--- src/ttr_pkg.sv ---
// Shared types and constants for the touch report tracker.
`default_nettype none

package ttr_pkg;

    localparam int MAX_POINTS = 5;
    localparam int NUM_IDS    = 16;
    localparam int CNT_W      = $clog2(MAX_POINTS + 1);
    localparam int IDX_W      = (MAX_POINTS > 1) ? $clog2(MAX_POINTS) : 1;

    localparam int STAT_W     = 8;
    localparam int ID_W       = 4;
    localparam int POS_W      = 15;
    localparam int EV_POS_W   = 16;
    localparam int SIZE_W     = 16;

    localparam int ID_LSB     = STAT_W;
    localparam int X_LSB      = ID_LSB + ID_W;
    localparam int Y_LSB      = X_LSB + POS_W;
    localparam int SIZE_LSB   = Y_LSB + POS_W;
    localparam int IN_BITS    = SIZE_LSB + SIZE_W;
    localparam int IN_DATA_W  = ((IN_BITS + 7) / 8) * 8;

    localparam int OUT_BITS   = ID_W + 2 * EV_POS_W + SIZE_W;
    localparam int OUT_DATA_W = ((OUT_BITS + 7) / 8) * 8;

    localparam logic [STAT_W-1:0]   READY_MASK = 8'h80;
    localparam logic [STAT_W-1:0]   COUNT_MASK = 8'h0F;
    localparam logic [EV_POS_W-1:0] NO_POS     = '1;

    localparam logic CMD_STATUS = 1'b0;
    localparam logic CMD_POINT  = 1'b1;
    localparam logic KIND_DOWN  = 1'b0;
    localparam logic KIND_UP    = 1'b1;

    typedef enum logic [1:0] {
        S_IDLE,
        S_REL_ALL,
        S_REL_MISS,
        S_DOWN
    } t_state;

    typedef struct packed {
        logic [ID_W-1:0]   id;
        logic [POS_W-1:0]  x;
        logic [POS_W-1:0]  y;
        logic [SIZE_W-1:0] size;
    } t_point;

    typedef struct packed {
        logic take_status;
        logic take_point;
        logic idx_clr;
        logic idx_inc;
        logic emit_rel;
        logic emit_down;
        logic ev_last;
        logic finish_status;
        logic finish_point;
    } t_cmd;

    typedef struct packed {
        logic st_ok;
        logic st_zero;
        logic pt_ok;
        logic pt_final;
        logic prev_gt;
        logic prev_nz;
        logic idx_last_prev;
        logic idx_last_cnt;
        logic found;
        logic out_free;
    } t_stat;

endpackage

`default_nettype wire

--- src/touch_report_tracker.sv ---
// Top level of the multitouch report tracker.
// A status beat or a point beat is taken while the controller is idle. The beat that
// completes a report (its last point, or a ready zero-count status after a report with
// points) then stalls the input while events leave through the single event register, at
// most one per cycle and only while the output side accepts: on a last point, a release per
// previous id missing from the report if the previous report had more points, then one down
// per point; on a zero-count status, one release per previous id. Other beats never stall.
`default_nettype none

module touch_report_tracker import ttr_pkg::*; (
    input  wire logic                  i_clk,
    input  wire logic                  i_rst_n,
    input  wire logic                  i_s_axis_tvalid,
    output logic                       o_s_axis_tready,
    // tdata: status_byte, track_id, x_position, y_position, touch_size, zero pad
    input  wire logic [IN_DATA_W-1:0]  i_s_axis_tdata,
    // tuser: cmd
    input  wire logic                  i_s_axis_tuser,
    output logic                       o_m_axis_tvalid,
    input  wire logic                  i_m_axis_tready,
    // tdata: event_id, event_x, event_y, event_size, zero pad
    output logic [OUT_DATA_W-1:0]      o_m_axis_tdata,
    // tuser: event_kind
    output logic                       o_m_axis_tuser,
    // tlast: last_event
    output logic                       o_m_axis_tlast
);

    t_cmd                w_cmd;
    t_stat               w_stat;
    logic [ID_W-1:0]     w_id;
    logic [EV_POS_W-1:0] w_x;
    logic [EV_POS_W-1:0] w_y;
    logic [SIZE_W-1:0]   w_size;

    ttr_ctrl u_ctrl (
        .i_clk      (i_clk),
        .i_rst_n    (i_rst_n),
        .i_in_valid (i_s_axis_tvalid),
        .i_stat     (w_stat),
        .o_in_ready (o_s_axis_tready),
        .o_cmd      (w_cmd)
    );

    ttr_dp u_dp (
        .i_clk       (i_clk),
        .i_rst_n     (i_rst_n),
        .i_cmd       (w_cmd),
        .i_tuser     (i_s_axis_tuser),
        .i_tdata     (i_s_axis_tdata),
        .i_out_ready (i_m_axis_tready),
        .o_stat      (w_stat),
        .o_out_valid (o_m_axis_tvalid),
        .o_out_kind  (o_m_axis_tuser),
        .o_out_last  (o_m_axis_tlast),
        .o_out_id    (w_id),
        .o_out_x     (w_x),
        .o_out_y     (w_y),
        .o_out_size  (w_size)
    );

    assign o_m_axis_tdata = OUT_DATA_W'({w_size, w_y, w_x, w_id});

`ifndef SYNTH
    // release beats carry no contact size
    a_up_size_zero: assert property (@(posedge i_clk) disable iff (!i_rst_n)
        o_m_axis_tvalid && (o_m_axis_tuser == KIND_UP) |-> (w_size == '0))
        else $error("release beat with nonzero size");

    // down beats carry real positions
    a_down_pos: assert property (@(posedge i_clk) disable iff (!i_rst_n)
        o_m_axis_tvalid && (o_m_axis_tuser == KIND_DOWN)
        |-> (!w_x[EV_POS_W-1] && !w_y[EV_POS_W-1]))
        else $error("down beat with negative position");

    // input stays stalled until a report's last event is queued
    a_busy_stall: assert property (@(posedge i_clk) disable iff (!i_rst_n)
        o_m_axis_tvalid && !o_m_axis_tlast |-> !o_s_axis_tready)
        else $error("input ready while a report is still emitting");
`endif

endmodule

`default_nettype wire

--- src/ttr_dp.sv ---
// Datapath: report decode, point buffer, previous ids, last-position store, event register.
`default_nettype none

module ttr_dp import ttr_pkg::*; (
    input  wire logic                   i_clk,
    input  wire logic                   i_rst_n,
    input  wire t_cmd                   i_cmd,
    input  wire logic                   i_tuser,
    input  wire logic [IN_DATA_W-1:0]   i_tdata,
    input  wire logic                   i_out_ready,
    output t_stat                       o_stat,
    output logic                        o_out_valid,
    output logic                        o_out_kind,
    output logic                        o_out_last,
    output logic [ID_W-1:0]             o_out_id,
    output logic [EV_POS_W-1:0]         o_out_x,
    output logic [EV_POS_W-1:0]         o_out_y,
    output logic [SIZE_W-1:0]           o_out_size
);

    logic [CNT_W-1:0]    r_expected;
    logic [CNT_W-1:0]    r_received;
    logic [CNT_W-1:0]    r_prev_count;
    logic [CNT_W-1:0]    r_idx;
    t_point              r_buf [MAX_POINTS];
    logic [ID_W-1:0]     r_prev_ids [MAX_POINTS];
    logic [EV_POS_W-1:0] r_last_x [NUM_IDS];
    logic [EV_POS_W-1:0] r_last_y [NUM_IDS];

    logic                r_ov;
    logic                r_okind;
    logic                r_olast;
    logic [ID_W-1:0]     r_oid;
    logic [EV_POS_W-1:0] r_ox;
    logic [EV_POS_W-1:0] r_oy;
    logic [SIZE_W-1:0]   r_osize;

    logic [STAT_W-1:0]   w_status;
    logic [3:0]          w_count;
    t_point              w_in_pt;
    t_point              w_cur_pt;
    logic [ID_W-1:0]     w_prev_id;
    logic                w_found;

    assign w_status   = i_tdata[STAT_W-1:0];
    assign w_count    = 4'(w_status & COUNT_MASK);
    assign w_in_pt.id   = i_tdata[ID_LSB +: ID_W];
    assign w_in_pt.x    = i_tdata[X_LSB +: POS_W];
    assign w_in_pt.y    = i_tdata[Y_LSB +: POS_W];
    assign w_in_pt.size = i_tdata[SIZE_LSB +: SIZE_W];
    assign w_cur_pt   = r_buf[r_idx[IDX_W-1:0]];
    assign w_prev_id  = r_prev_ids[r_idx[IDX_W-1:0]];

    always_comb begin
        w_found = 1'b0;
        for (int j = 0; j < MAX_POINTS; j++) begin
            if (CNT_W'(j) < r_expected && r_buf[j].id == w_prev_id) begin
                w_found = 1'b1;
            end
        end
    end

    always_comb begin
        o_stat.st_ok         = (i_tuser == CMD_STATUS) && ((w_status & READY_MASK) != '0)
                               && (w_count <= 4'(MAX_POINTS));
        o_stat.st_zero       = o_stat.st_ok && (w_count == '0);
        o_stat.pt_ok         = (i_tuser == CMD_POINT) && (r_expected != '0)
                               && (r_received < r_expected);
        o_stat.pt_final      = o_stat.pt_ok && (CNT_W'(r_received + CNT_W'(1)) == r_expected);
        o_stat.prev_gt       = r_prev_count > r_expected;
        o_stat.prev_nz       = r_prev_count != '0;
        o_stat.idx_last_prev = r_idx == CNT_W'(r_prev_count - CNT_W'(1));
        o_stat.idx_last_cnt  = r_idx == CNT_W'(r_expected - CNT_W'(1));
        o_stat.found         = w_found;
        o_stat.out_free      = !r_ov || i_out_ready;
    end

    // control registers
    always_ff @(posedge i_clk) begin
        if (!i_rst_n) begin
            r_expected   <= '0;
            r_received   <= '0;
            r_prev_count <= '0;
            r_idx        <= '0;
            r_ov         <= 1'b0;
            for (int k = 0; k < MAX_POINTS; k++) begin
                r_prev_ids[k] <= '0;
            end
            for (int k = 0; k < NUM_IDS; k++) begin
                r_last_x[k] <= NO_POS;
                r_last_y[k] <= NO_POS;
            end
        end else begin
            if (i_cmd.take_status) begin
                r_expected <= CNT_W'(w_count);
                r_received <= '0;
            end
            if (i_cmd.take_point) begin
                r_received <= CNT_W'(r_received + CNT_W'(1));
            end
            if (i_cmd.idx_clr) begin
                r_idx <= '0;
            end else if (i_cmd.idx_inc) begin
                r_idx <= CNT_W'(r_idx + CNT_W'(1));
            end
            if (i_cmd.finish_status) begin
                r_prev_count <= '0;
            end
            if (i_cmd.finish_point) begin
                r_prev_count <= r_expected;
                r_expected   <= '0;
                r_received   <= '0;
            end
            if (i_cmd.emit_rel) begin
                r_last_x[w_prev_id] <= NO_POS;
                r_last_y[w_prev_id] <= NO_POS;
            end else if (i_cmd.emit_down) begin
                r_last_x[w_cur_pt.id] <= EV_POS_W'(w_cur_pt.x);
                r_last_y[w_cur_pt.id] <= EV_POS_W'(w_cur_pt.y);
                r_prev_ids[r_idx[IDX_W-1:0]] <= w_cur_pt.id;
            end
            if (i_cmd.emit_rel || i_cmd.emit_down) begin
                r_ov <= 1'b1;
            end else if (i_out_ready) begin
                r_ov <= 1'b0;
            end
        end
    end

    // payload registers
    always_ff @(posedge i_clk) begin
        if (i_cmd.take_point) begin
            r_buf[r_received[IDX_W-1:0]] <= w_in_pt;
        end
        if (i_cmd.emit_rel) begin
            r_okind <= KIND_UP;
            r_olast <= i_cmd.ev_last;
            r_oid   <= w_prev_id;
            r_ox    <= r_last_x[w_prev_id];
            r_oy    <= r_last_y[w_prev_id];
            r_osize <= '0;
        end else if (i_cmd.emit_down) begin
            r_okind <= KIND_DOWN;
            r_olast <= i_cmd.ev_last;
            r_oid   <= w_cur_pt.id;
            r_ox    <= EV_POS_W'(w_cur_pt.x);
            r_oy    <= EV_POS_W'(w_cur_pt.y);
            r_osize <= w_cur_pt.size;
        end
    end

    assign o_out_valid = r_ov;
    assign o_out_kind  = r_okind;
    assign o_out_last  = r_olast;
    assign o_out_id    = r_oid;
    assign o_out_x     = r_ox;
    assign o_out_y     = r_oy;
    assign o_out_size  = r_osize;

endmodule

`default_nettype wire

--- src/ttr_ctrl.sv ---
// Controller: input acceptance and the release and down event sequence.
`default_nettype none

module ttr_ctrl import ttr_pkg::*; (
    input  wire logic  i_clk,
    input  wire logic  i_rst_n,
    input  wire logic  i_in_valid,
    input  wire t_stat i_stat,
    output logic       o_in_ready,
    output t_cmd       o_cmd
);

    t_state r_state;
    t_state n_state;

    always_ff @(posedge i_clk) begin
        if (!i_rst_n) begin
            r_state <= S_IDLE;
        end else begin
            r_state <= n_state;
        end
    end

    always_comb begin
        n_state = r_state;
        unique case (r_state)
            S_IDLE: begin
                if (i_in_valid) begin
                    if (i_stat.st_zero && i_stat.prev_nz) begin
                        n_state = S_REL_ALL;
                    end else if (i_stat.pt_final) begin
                        n_state = i_stat.prev_gt ? S_REL_MISS : S_DOWN;
                    end
                end
            end
            S_REL_ALL: begin
                if (i_stat.out_free && i_stat.idx_last_prev) begin
                    n_state = S_IDLE;
                end
            end
            S_REL_MISS: begin
                if ((i_stat.found || i_stat.out_free) && i_stat.idx_last_prev) begin
                    n_state = S_DOWN;
                end
            end
            S_DOWN: begin
                if (i_stat.out_free && i_stat.idx_last_cnt) begin
                    n_state = S_IDLE;
                end
            end
            default: n_state = S_IDLE;
        endcase
    end

    always_comb begin
        o_in_ready = 1'b0;
        o_cmd      = '0;
        unique case (r_state)
            S_IDLE: begin
                o_in_ready = 1'b1;
                if (i_in_valid) begin
                    o_cmd.take_status = i_stat.st_ok;
                    o_cmd.take_point  = i_stat.pt_ok;
                    o_cmd.idx_clr     = (i_stat.st_zero && i_stat.prev_nz) || i_stat.pt_final;
                end
            end
            S_REL_ALL: begin
                if (i_stat.out_free) begin
                    o_cmd.emit_rel      = 1'b1;
                    o_cmd.ev_last       = i_stat.idx_last_prev;
                    o_cmd.finish_status = i_stat.idx_last_prev;
                    o_cmd.idx_inc       = !i_stat.idx_last_prev;
                end
            end
            S_REL_MISS: begin
                if (i_stat.found || i_stat.out_free) begin
                    o_cmd.emit_rel = !i_stat.found;
                    o_cmd.idx_clr  = i_stat.idx_last_prev;
                    o_cmd.idx_inc  = !i_stat.idx_last_prev;
                end
            end
            S_DOWN: begin
                if (i_stat.out_free) begin
                    o_cmd.emit_down    = 1'b1;
                    o_cmd.ev_last      = i_stat.idx_last_cnt;
                    o_cmd.finish_point = i_stat.idx_last_cnt;
                    o_cmd.idx_inc      = !i_stat.idx_last_cnt;
                end
            end
            default: o_cmd = '0;
        endcase
    end

endmodule

`default_nettype wire

--- config.mk ---
export PLATFORM = sky130hd
export DESIGN_NAME = touch_report_tracker
export DESIGN_NICKNAME = d
export VERILOG_FILES = /design/src/ttr_pkg.sv /design/src/touch_report_tracker.sv /design/src/ttr_dp.sv /design/src/ttr_ctrl.sv
export SDC_FILE = /design/constraint.sdc
export NUM_CORES = 1
export LEC_CHECK = 0
export CAP_MARGIN = 10
export CORE_MARGIN = 3
export CORE_UTILIZATION = 60
export DETAILED_ROUTE_END_ITERATION = 10
export DONT_BUFFER_PORTS = 1
export MAX_ROUTING_LAYER = met4
export PLACE_DENSITY = 0.77
export SYNTH_ARGS = -nofsm -noshare
export SYNTH_HDL_FRONTEND = slang
export SYNTH_SLANG_ARGS = --single-unit
--- constraint.sdc ---
create_clock -name i_clk -period 16.6 [get_ports i_clk]
set_clock_uncertainty 0.05 [all_clocks]
set_input_delay 0.83 -clock i_clk [delete_from_list [all_inputs] [get_ports i_clk]]
set_output_delay 0.83 -clock i_clk [all_outputs]
set_load 0.1 [all_outputs]
== Word-level counts from Yosys, hierarchy flattened ==
Memories as Yosys holds them, arrays and structs flattened. A register that Yosys moved wholly into a read port is not among the register bits.
Index checks and enable logic that the tools add are counted.
Word-level totals
  register bits after elaboration: 69
  RAM bits: 782
  output and inout port bits: 60
  word-level logic and storage cells: 157
  memories: 4
Operators by class
  add/subtract/negate cells: 4
  $lt $le $gt $ge: 8
  equality and inequality tests: 16
  mux-type cells: 72
  bitwise gates (word level): 2
  reductions and logical operators: 39
Memory list
  u_dp.r_last_x: words 16, bits a word 16, read ports 1, clocked after memory_dff 0, write ports 16, line ttr_dp.sv:27  | logic [EV_POS_W-1:0] r_last_x [NUM_IDS];
  u_dp.r_last_y: words 16, bits a word 16, read ports 1, clocked after memory_dff 0, write ports 16, line ttr_dp.sv:28  | logic [EV_POS_W-1:0] r_last_y [NUM_IDS];
  u_dp.r_buf: words 5, bits a word 50, read ports 6, clocked after memory_dff 1, write ports 1, line ttr_dp.sv:25  | t_point r_buf [MAX_POINTS];
  u_dp.r_prev_ids: words 5, bits a word 4, read ports 1, clocked after memory_dff 1, write ports 5, line ttr_dp.sv:26  | logic [ID_W-1:0] r_prev_ids [MAX_POINTS];
Operators with widths (count)
  16-bit 2-to-1 mux: 8
  16-bit OR reduction: 4
  3-bit 2-to-1 mux: 11
  1-bit 2-to-1 mux: 31
  4-bit 2-to-1 mux: 7
  4-bit equality test: 5
  2-bit 2-to-1 mux: 10
  1-bit logical AND: 15
  3-bit equality test: 3
  2-bit one-hot mux with 4 select lines: 1
  2-bit nonzero test: 4
  3-bit by 1-bit adder with 3-bit output (second input constant): 2
  1-bit by 3-bit < comparator with 1-bit output (first input constant): 2
  2-bit by 3-bit < comparator with 1-bit output (first input constant): 2
  2-bit by 1-bit != test with 1-bit output (second input constant): 3
  1-bit one-hot mux with 2 select lines: 3
  3-bit nonzero test: 2
  3-bit by 1-bit subtractor with 3-bit output (second input constant): 2
  5-bit AND reduction: 1
  2-bit equality test (second input constant): 2
  4-bit by 3-bit less-or-equal comparator with 1-bit output (second input constant): 1
  1-bit zero test: 4
  4-bit zero test: 1
  1-bit logical OR: 4
  11 further kinds: 13

== Logic depth before layout (Yosys ltp) ==
Gate-level depths: netlist of run 1.
An unclocked memory read counts as a cell.
  depth after elaboration: 17
  depth in mapped cells: 16
  gate-level depth less buffers: 11

== Modules after synthesis ==
From an unflattened synthesis of run 1, not the netlist that was laid out.
Unflattened totals
  cell total of the unflattened synthesis: 2919
  area total of the unflattened synthesis: 42019.0 um^2
Modules (own cells, without submodules)
  ttr_dp: times used 1, cells each 2867, area each 41644.9 um^2, sequential area each 29608.4 um^2
  ttr_ctrl: times used 1, cells each 47, area each 340.3 um^2, sequential area each 40.0 um^2
  touch_report_tracker: times used 1, cells each 5, area each 33.8 um^2, sequential area each 0.0 um^2

== Least setup slack after synthesis of run 1 ==
Ideal clock, no wire load.
  path kind: register to register
  from: register with a tool-made name
  to: memory u_dp.r_last_x[2][0] (enable)
  data arrival time: 5497 ps
  slack: 10591 ps
  stages on the path, launching flop included: 15
  buffers on the path: 5
  period minus slack after synthesis: 6009 ps
  cell sequence: dfxtp_1 -> buf_4 -> buf_6 -> mux4_2 -> mux2_2 -> xnor2_1 -> nand2_1 -> nor4_1 -> or4_4 -> buf_6 -> o21ai_4 -> buf_6 -> buf_4 -> mux2_2 -> o21ai_0
RTL lines (line)
  end, declared: ttr_dp.sv:27

==> run summary, run 1 <==
The fraction of power consumed by sequential logic was 50.0%; the synthesis warning total was 0. Dividing the detail-routed via count by the number of cells gives 6.71. For this block, the initial DRC count from the detailed router was 3946.

The worst-case IR drop observed on VDD is 0.000155 V. The run gives 3227 as the instance count of the mapped netlist. In this run the power spent charging and discharging nets is 1.91 mW. In the routed design, unresolved DRC markers number 0. For this design, the CTS-stage hold fixing added 0 buffers. In this run the vertical extent of the chip is 274 um. The tightest min-delay check is of the input pin to register type. Clock-pin slew was measured on the worst setup and hold paths at 0.07 ns. Buffers added to address setup during post-CTS repair amount to 0.

The count of buffers inserted at the top-level ports was 0. The detailed router used layers up to and including met4. Maximum clock frequency: 0.137 GHz. The x dimension of the die works out to 274 um. The library cell occupying the most area in the post-synthesis netlist was edfxtp_1.

For this run, the detailed router's first-pass iteration total came to 7. The first global-routing pass estimated 169000 um of wire. TritonCTS built the clock tree. The logs give 61.1% for the initial core utilization and 129 for the I/O pin total. STA classifies the critical path endpoint as a register. The tightest slew margin relative to the limit came out at 12.3%.

The critical path goes through nor2b_1, a2111oi_0, or4_4, xnor2_1, nor4_1, or4_4, o31ai_4, buf_4, o2bb2ai_4, buf_4, nand3_1. The run gives 112000 um as the aggregate routed wire length. At the pin with the least slew margin, the transition time is 1.28 ns.

After detailed routing, the met2 layer carries 53900 um of wire. The run gives 68.7% as the proportion of synthesized chip area in sequential cells. The largest incremental delay on the critical path works out to 1.02 ns. The logs give 0 for the total count of hold-check failures in the final report and 15.2% for the combinational fraction of design power.

In this run the worst path has a maximum fanout of 93. Internal power comes to 4.33 mW. The met3 wirelength from detailed routing was 13200 um; the post-detailed-route count of antenna-violating nets was 0.

The net count of the finished layout is 3197. Fraction of synthesized cell area taken by the top area cell type: 67.1%. For this block, wires on met1 add up to 39300 um. The number of flops mapped to enable cells by yosys came out at 964. Once layout is complete, the cells apart from fillers number 4135. Compared with the post-synthesis result, the final layout area differs by 9.34%. The switching share of power was 30.6%.

The clock network is responsible for 34.8% of the overall power. After legalization and detailed placement, the total HPWL measured 57200 um. The run gives 0 as the final count of pins violating max slew. The CTS root buffer was clkbuf_16. The critical path in this run is classified as register to register. The count of cells along the worst register-to-register path came out at 11.

The most used flip-flop cell after synthesis is edfxtp_1. Largest net degree at the start of global routing: 192. The flip-flop and latch count after synthesis works out to 999. The cell count after placement was 3948. The final route contains 27742 vias. The clock drives 999 sinks. The tools report the remaining global-route overflow as 0. Summing all placed instances gives a cell area of 0.0440 sq mm.

In the finished design, the share of the clock period the worst path needs comes to 43.9%. The H-tree generated during clock tree synthesis spans 3 levels. Proportion of register bits with asynchronous set or reset after synthesis: 0%. The clock latency on the worst-skew pair is 0.69 ns, and the instance count along the most critical hold path is 0.

At the worst endpoint, the arrival time is 7.58 ns. The tools report the cell leakage power as 14.3 nW. Of the cells placed in the final design, the portion with a size suffix greater than 1 is 11.8%. Setup repair after global routing left no endpoint under its margin. The run gives 9.31 ns as the final setup slack of the worst path. The floorplan step defined a core boundary enclosing 0.0706 sq mm.

The floorplan step defined a die boundary enclosing 0.0751 sq mm. Number of clock buffers inserted by TritonCTS: 99. The ratio of total power to cell area came out at 132 mW/mm^2. The flow ran to the end, and the final reports show no timing, DRC or antenna violations.

The initial antenna violation count is 1. Global routing used 31.0% of the available tracks across all layers. STA puts the critical path data required time at 16.90 ns. Sorting the synthesized cells by area gives the leading types as edfxtp_1 (67%), nand2_1 (6.5%), mux4_2 (5.4%), nand3_1 (4.5%), a311oi_1 (1.9%). The kind of launch point of the worst setup path is a register. The cell type of the slowest stage on the worst timing path is buf_4.

For the number of global-route vias before repair, the log shows 28256. The area of the mapped netlist is 0.0431 sq mm, and the final non-filler cell area is 0.0472 sq mm. The smallest clock period supported by the final layout is computed as 7.29 ns. The initialized floorplan defines 97 standard-cell rows. The number of filler instances in the final layout was 4737. The count of cells resized by post-cts repair is 0, and the mean post-synth cell area is 13.4 sq um.

Setup violations remaining at the end of the flow were counted as 0. The tools report the maximum number of buffers from clock root to sink as 3. The tools report the pre-CTS setup slack as 9.39 ns.

Summed over all failing endpoints, the final setup total negative slack is 0 ns. The run gives 0.847 as the global placer's final weighted congestion. The wire length per cell after detailed routing was 27.1 um. The tool flagged a number of max-cap violations equal to 0. The netlist uses 69 different library cells.
==> worst paths after layout <==
path | start | to | slack [ns]
worst max-delay path | register | u_dp.r_last_y[14][10] | 9.31
worst min-delay path | i_s_axis_tdata[50] | u_dp.r_buf[0][8] | 0.19
worst max register to register | register | u_dp.r_last_y[14][10] | 9.31
worst min register to register | u_ctrl.r_state[1] | u_ctrl.r_state[1] | 0.47
==> cells in the final DEF (no fill, tap or decap), types with 8 or more instances in the layout <==
| master | n |
|---|---|
| xnor2_1 | 24 |
| nand4_1 | 25 |
| clkbuf_16 | 99 |
| a211oi_1 | 23 |
| a211o_1 | 31 |
| buf_4 | 60 |
| a21oi_1 | 12 |
| edfxtp_1 | 964 |
| clkinv_1 | 23 |
| nor2b_1 | 9 |
| mux4_2 | 104 |
| nand2b_1 | 8 |
| a311oi_1 | 92 |
| dfxtp_1 | 32 |
| mux2i_1 | 57 |
| o21ai_4 | 16 |
| clkbuf_1 | 22 |
| nand2_1 | 746 |
| inv_1 | 19 |
| and3_1 | 65 |
| and2_1 | 62 |
| clkinv_2 | 19 |
| o21ai_0 | 43 |
| ha_1 | 18 |
| xor2_1 | 9 |
| a31oi_1 | 34 |
| nor2_1 | 71 |
| nand3_1 | 384 |
==> power by group through the flow <==
stage | combinational (mW) | clock (mW) | sequential [mW]
after floorplan | 0.673 | 0 | 3.15
after global placement | 0.899 | 0 | 3.18
after detailed placement | 0.919 | 0 | 3.18
after CTS | 0.930 | 2.20 | 3.13
after global routing | 1.01 | 2.29 | 3.13
final | 0.949 | 2.17 | 3.12
==> metrics by stage <==
step                      power [mW]  utilization (%)  hold slack [ns]
after floorplan                 3.82                -            0.415
after global placement          4.07             62.3            0.426
after detailed placement        4.10             62.3            0.459
after CTS                       6.25             66.7            0.150
after global routing            6.44             66.8            0.157
final                           6.24             66.8            0.189
==> layout make-up <==
| type | count | area, sq um | share of cell area [%] |
|---|---|---|---|
| Clock buffer | 125 | 2620 | 5.55 |
| Multi-Input combinational cell | 1921 | 12500 | 26.6 |
| Tap cell | 940 | 1180 | 2.49 |
| Timing Repair Buffer | 63 | 518 | 1.10 |
| Inverter | 26 | 97.6 | 0.207 |
| Antenna cell | 2 | 5.00 | 0.0106 |
| Clock inverter | 59 | 553 | 1.17 |
| Sequential cell | 999 | 29700 | 62.9 |
==> cell usage after synthesis, types with 8 or more instances <==
cell type  count
ha_1          18
a21oi_1       13
a311oi_1      92
mux4_2       104
buf_6         12
nand3_1      384
nand4_1       25
clkbuf_2      11
mux2i_1       62
buf_1         41
inv_1         19
and3_1        65
and2_1        62
nor2b_1        9
nor2_1        78
a31oi_1       34
buf_2         42
nand2b_1       8
o21ai_0       58
buf_4         18
a211oi_1      24
xnor2_1       24
clkbuf_1     160
edfxtp_1     964
xor2_1         9
dfxtp_1       35
nand2_1      747
a211o_1       31
==> registers in the layout (all words and copies together), names as in the netlist, 3 cells and up, named ones only <==
name / cells
u_dp.r_buf: 400
u_dp.r_last_y: 254
u_dp.r_last_x: 242
u_dp.r_prev_ids: 32
u_dp.o_out_size: 16
u_dp.o_out_x: 16
u_dp.o_out_y: 15
u_dp.o_out_id: 4
u_dp.r_expected: 3
u_dp.r_idx: 3
u_dp.r_prev_count: 3
u_dp.r_received: 3
==> critical path, delay by kind of cell, from the launching register on <==
kind,cells,cell delay [ns]
AOI/OAI and AO/OA,3,2.18
buffers and inverters,2,1.71
and+or+nand+nor,5,1.85
DFF,1,0.87
xor gates and xnor gates,1,0.19
==> cells by family after synthesis <==
family,synth area share (%)
simple gates,14.7
compound gates,5.02
flops,68.7
mux,7.13
xor+xnor,0.670
other cells,0.00870
fa+ha+maj,0.522
buf+inv,3.22
==> metal layers <==
metal	vias to the layer above	track usage, %
met5	-	-
met4	0	14.6
met3	398	7.21
met2	1943	48.2
met1	13602	38.9
li1	11799	-
No activity file was read; power rests on OpenSTA's default activity.
==> run 2: changes to the inputs <==
==> constraint.sdc (replaced) <==
create_clock -name i_clk -period 6.8 [get_ports i_clk]
set_clock_uncertainty 0.05 [all_clocks]
set_input_delay 0.34 -clock i_clk [delete_from_list [all_inputs] [get_ports i_clk]]
set_output_delay 0.34 -clock i_clk [all_outputs]
set_load 0.1 [all_outputs]
==> run summary, run 2 (synthesis gave the netlist of run 1 again) <==
The clock slew seen by the registers of the worst setup and hold paths was 0.06 ns (about the same); the number of maximum-capacitance violations was 0 (unchanged). For the data required time of the critical path, the log shows 7.09 ns (-9.81 ns). The run gives 56 (+56) as the hold buffer count at CTS. The initial antenna violation count came out at 6 (+5).

TritonCTS built the clock tree. The area of the core is 0.0706 sq mm (unchanged), and the count of buffers inserted at the top-level ports is 0 (unchanged). The tightest slew margin relative to the limit was 14.1% (+1.8 points). The logs give 28283 (+2.0%) for the total number of vias and 0.0409 ns (-0.148 ns) for the worst hold slack after final layout. Transition at the pin with the smallest max-transition slack: 1.26 ns (-0.0175 ns). Setup repair after global routing left no endpoint under its margin. Ratio of total power to cell area: 316 mW/mm^2 (+140%). Clock latency on the worst-skew pair: 0.67 ns (-0.02 ns). The number of remaining DRC errors is 0 (unchanged), and the wire length per cell after detailed routing is 27.2 um (+0.44%). The tools report the kind of launch point of the worst setup path as a register.

The total number of placement rows is 97 (unchanged), and the maximum number of buffers from clock root to sink is 3 (unchanged). The part of the cycle the worst path needs came out at 81.1% (+37 points). Total count of hold-check failures in the final report: 0 (unchanged).

The logs give 3260 (+2.0%) for the final net count and 96 (-3.0%) for the number of clock buffers inserted by TritonCTS. The top cell types in the final layout, fill and taps aside, are edfxtp_1 (964), nand2_1 (746), nand3_1 (384). The count of final setup violators was 0 (unchanged); the post-CTS setup buffer count was 0 (unchanged).

The tools report the initial core utilization as 61.1% (unchanged). The maximum clock frequency is 0.181 GHz (+32%). The final critical path time including I/O delays and setup is 5.52 ns (-1.77 ns), and the number of global-route vias before repair is 28713 (+1.6%). The critical path goes through a2111oi_0, or4_4, xnor2_1, nor4_1, nor4_1, a21oi_4, buf_4, o32a_1, o21ai_4, buf_4. The wire length of the first global-routing pass came out at 170000 um (+0.92%). The min-delay analysis places its worst path in the category input pin to register.

The data arrival time of the worst path was 5.80 ns (-1.78 ns); the first-pass iteration count of the detailed router was 6 (-1). In this run the clock root is driven by a clkbuf_16. The commonest non-fill, non-tap cell in the layout is edfxtp_1. The tools report the cell leakage power as 14.6 nW (+1.7%). The run finished with clean final reports.

The post-DP HPWL is 59900 um (+4.7%). The worst voltage drop across the vdd grid is 0.000274 V (+77%). The type of element capturing the critical path was a register. The worst-path maximum fanout was 38 (-59%). The utilization after layout is 67.7% (+0.92 points), and the area of the die is 0.0751 sq mm (unchanged). The number of levels the H-tree was split into was 3 (unchanged). The area growth from synthesis to layout is 10.9%. Total routing resource utilization after global routing: 31.3% (+0.33 points). The fraction of layout cells with a size suffix above 1 is 11.7% (-0.095 points).

The global placer's final weighted congestion was 0.873 (+3.1%). The worst setup path is of the register to register kind. The vertical extent of the die came out at 274 um (unchanged). For the aggregate routed wire length, the log shows 114000 um (+2.0%). The flip-flop count of the largest register, all copies and words added works out to 400 (unchanged).

The final setup TNS was 0 ns (unchanged); the final count of pins violating max slew was 0 (unchanged). The I/O pin total was 129 (unchanged). The number of DRC markers in iteration 0 came out at 3929 (-0.43%). For the count of cells resized by post-cts repair, the log shows 0 (unchanged). Among all stages on the critical path, the largest delay is contributed by nor4_1.

Sink count of the clock tree: 999 (unchanged). The remaining global-route overflow was 0 (unchanged). The logs give 0 (unchanged) for the post-detailed-route count of antenna-violating nets and 192 (unchanged) for the largest net degree at the start of global routing. The ratio of routed vias to standard cells was 6.74 (+0.40%); the x dimension of the die was 274 um (unchanged). The largest incremental delay on the critical path works out to 0.98 ns (-0.04 ns).
==> run 2: critical path, delay by kind of cell, from the launching register on <==
family	cells	cell delay, ns
buf+inv	2	0.74
simple gates	3	1.43
flops	1	0.53
compound gates	4	2.26
xor+xnor	1	0.14
==> run 2: report_power, final <==
group	internal (mW)	switching (mW)	total [mW]
combinational	0.773	1.67	2.44
sequential	6.87	0.728	7.60
clock	2.79	2.30	5.09
total	10.4	4.69	15.1
==> run 2: area by class of cell <==
| cell class | count | area [sq um] |
|---|---|---|
| Antenna cell | 6 | 15.0 |
| Timing Repair Buffer | 129 | 1340 |
| Tap cell | 940 | 1180 |
| Clock inverter | 55 | 434 |
| Sequential cell | 999 | 29700 |
| Multi-Input combinational cell | 1921 | 12500 |
| Fill cell | 4662 | 22800 |
| Inverter | 26 | 97.6 |
| Clock buffer | 123 | 2550 |
==> run 2: path summary, 6_finish.rpt <==
path                           from                    end  slack [ns]  depth (start not counted)
setup / recovery           register   u_dp.r_last_y[1][12]        1.28                         10
hold / removal              i_rst_n  u_dp.r_prev_ids[0][0]        0.04                          1
setup reg to reg           register   u_dp.r_last_y[1][12]        1.28                         10
hold reg to reg   u_ctrl.r_state[1]      u_ctrl.r_state[1]        0.46                          2
==> run 2: layer usage <==
metal / share of wire (%) / wire [um] / global-route usage, %
met5: 0 / 0 / -
met2: 48 / 55300 / 49.8
met1: 35 / 39900 / 38.9
met4: 4.9 / 5650 / 15.2
met3: 12 / 13300 / 6.06
==> run 2: stage by stage <==
stage	power (mW)	cell area (sq um)	instances	worst slack, ns
6_report	15.1	47800	4199	1.28
5_1_grt	15.6	47800	4199	0.971
4_1_cts	15.1	47800	4192	1.22
3_5_place_dp	10.0	44200	3958	1.22
3_3_place_gp	9.97	44200	3958	1.34
2_1_floorplan	9.33	43100	3230	0.791
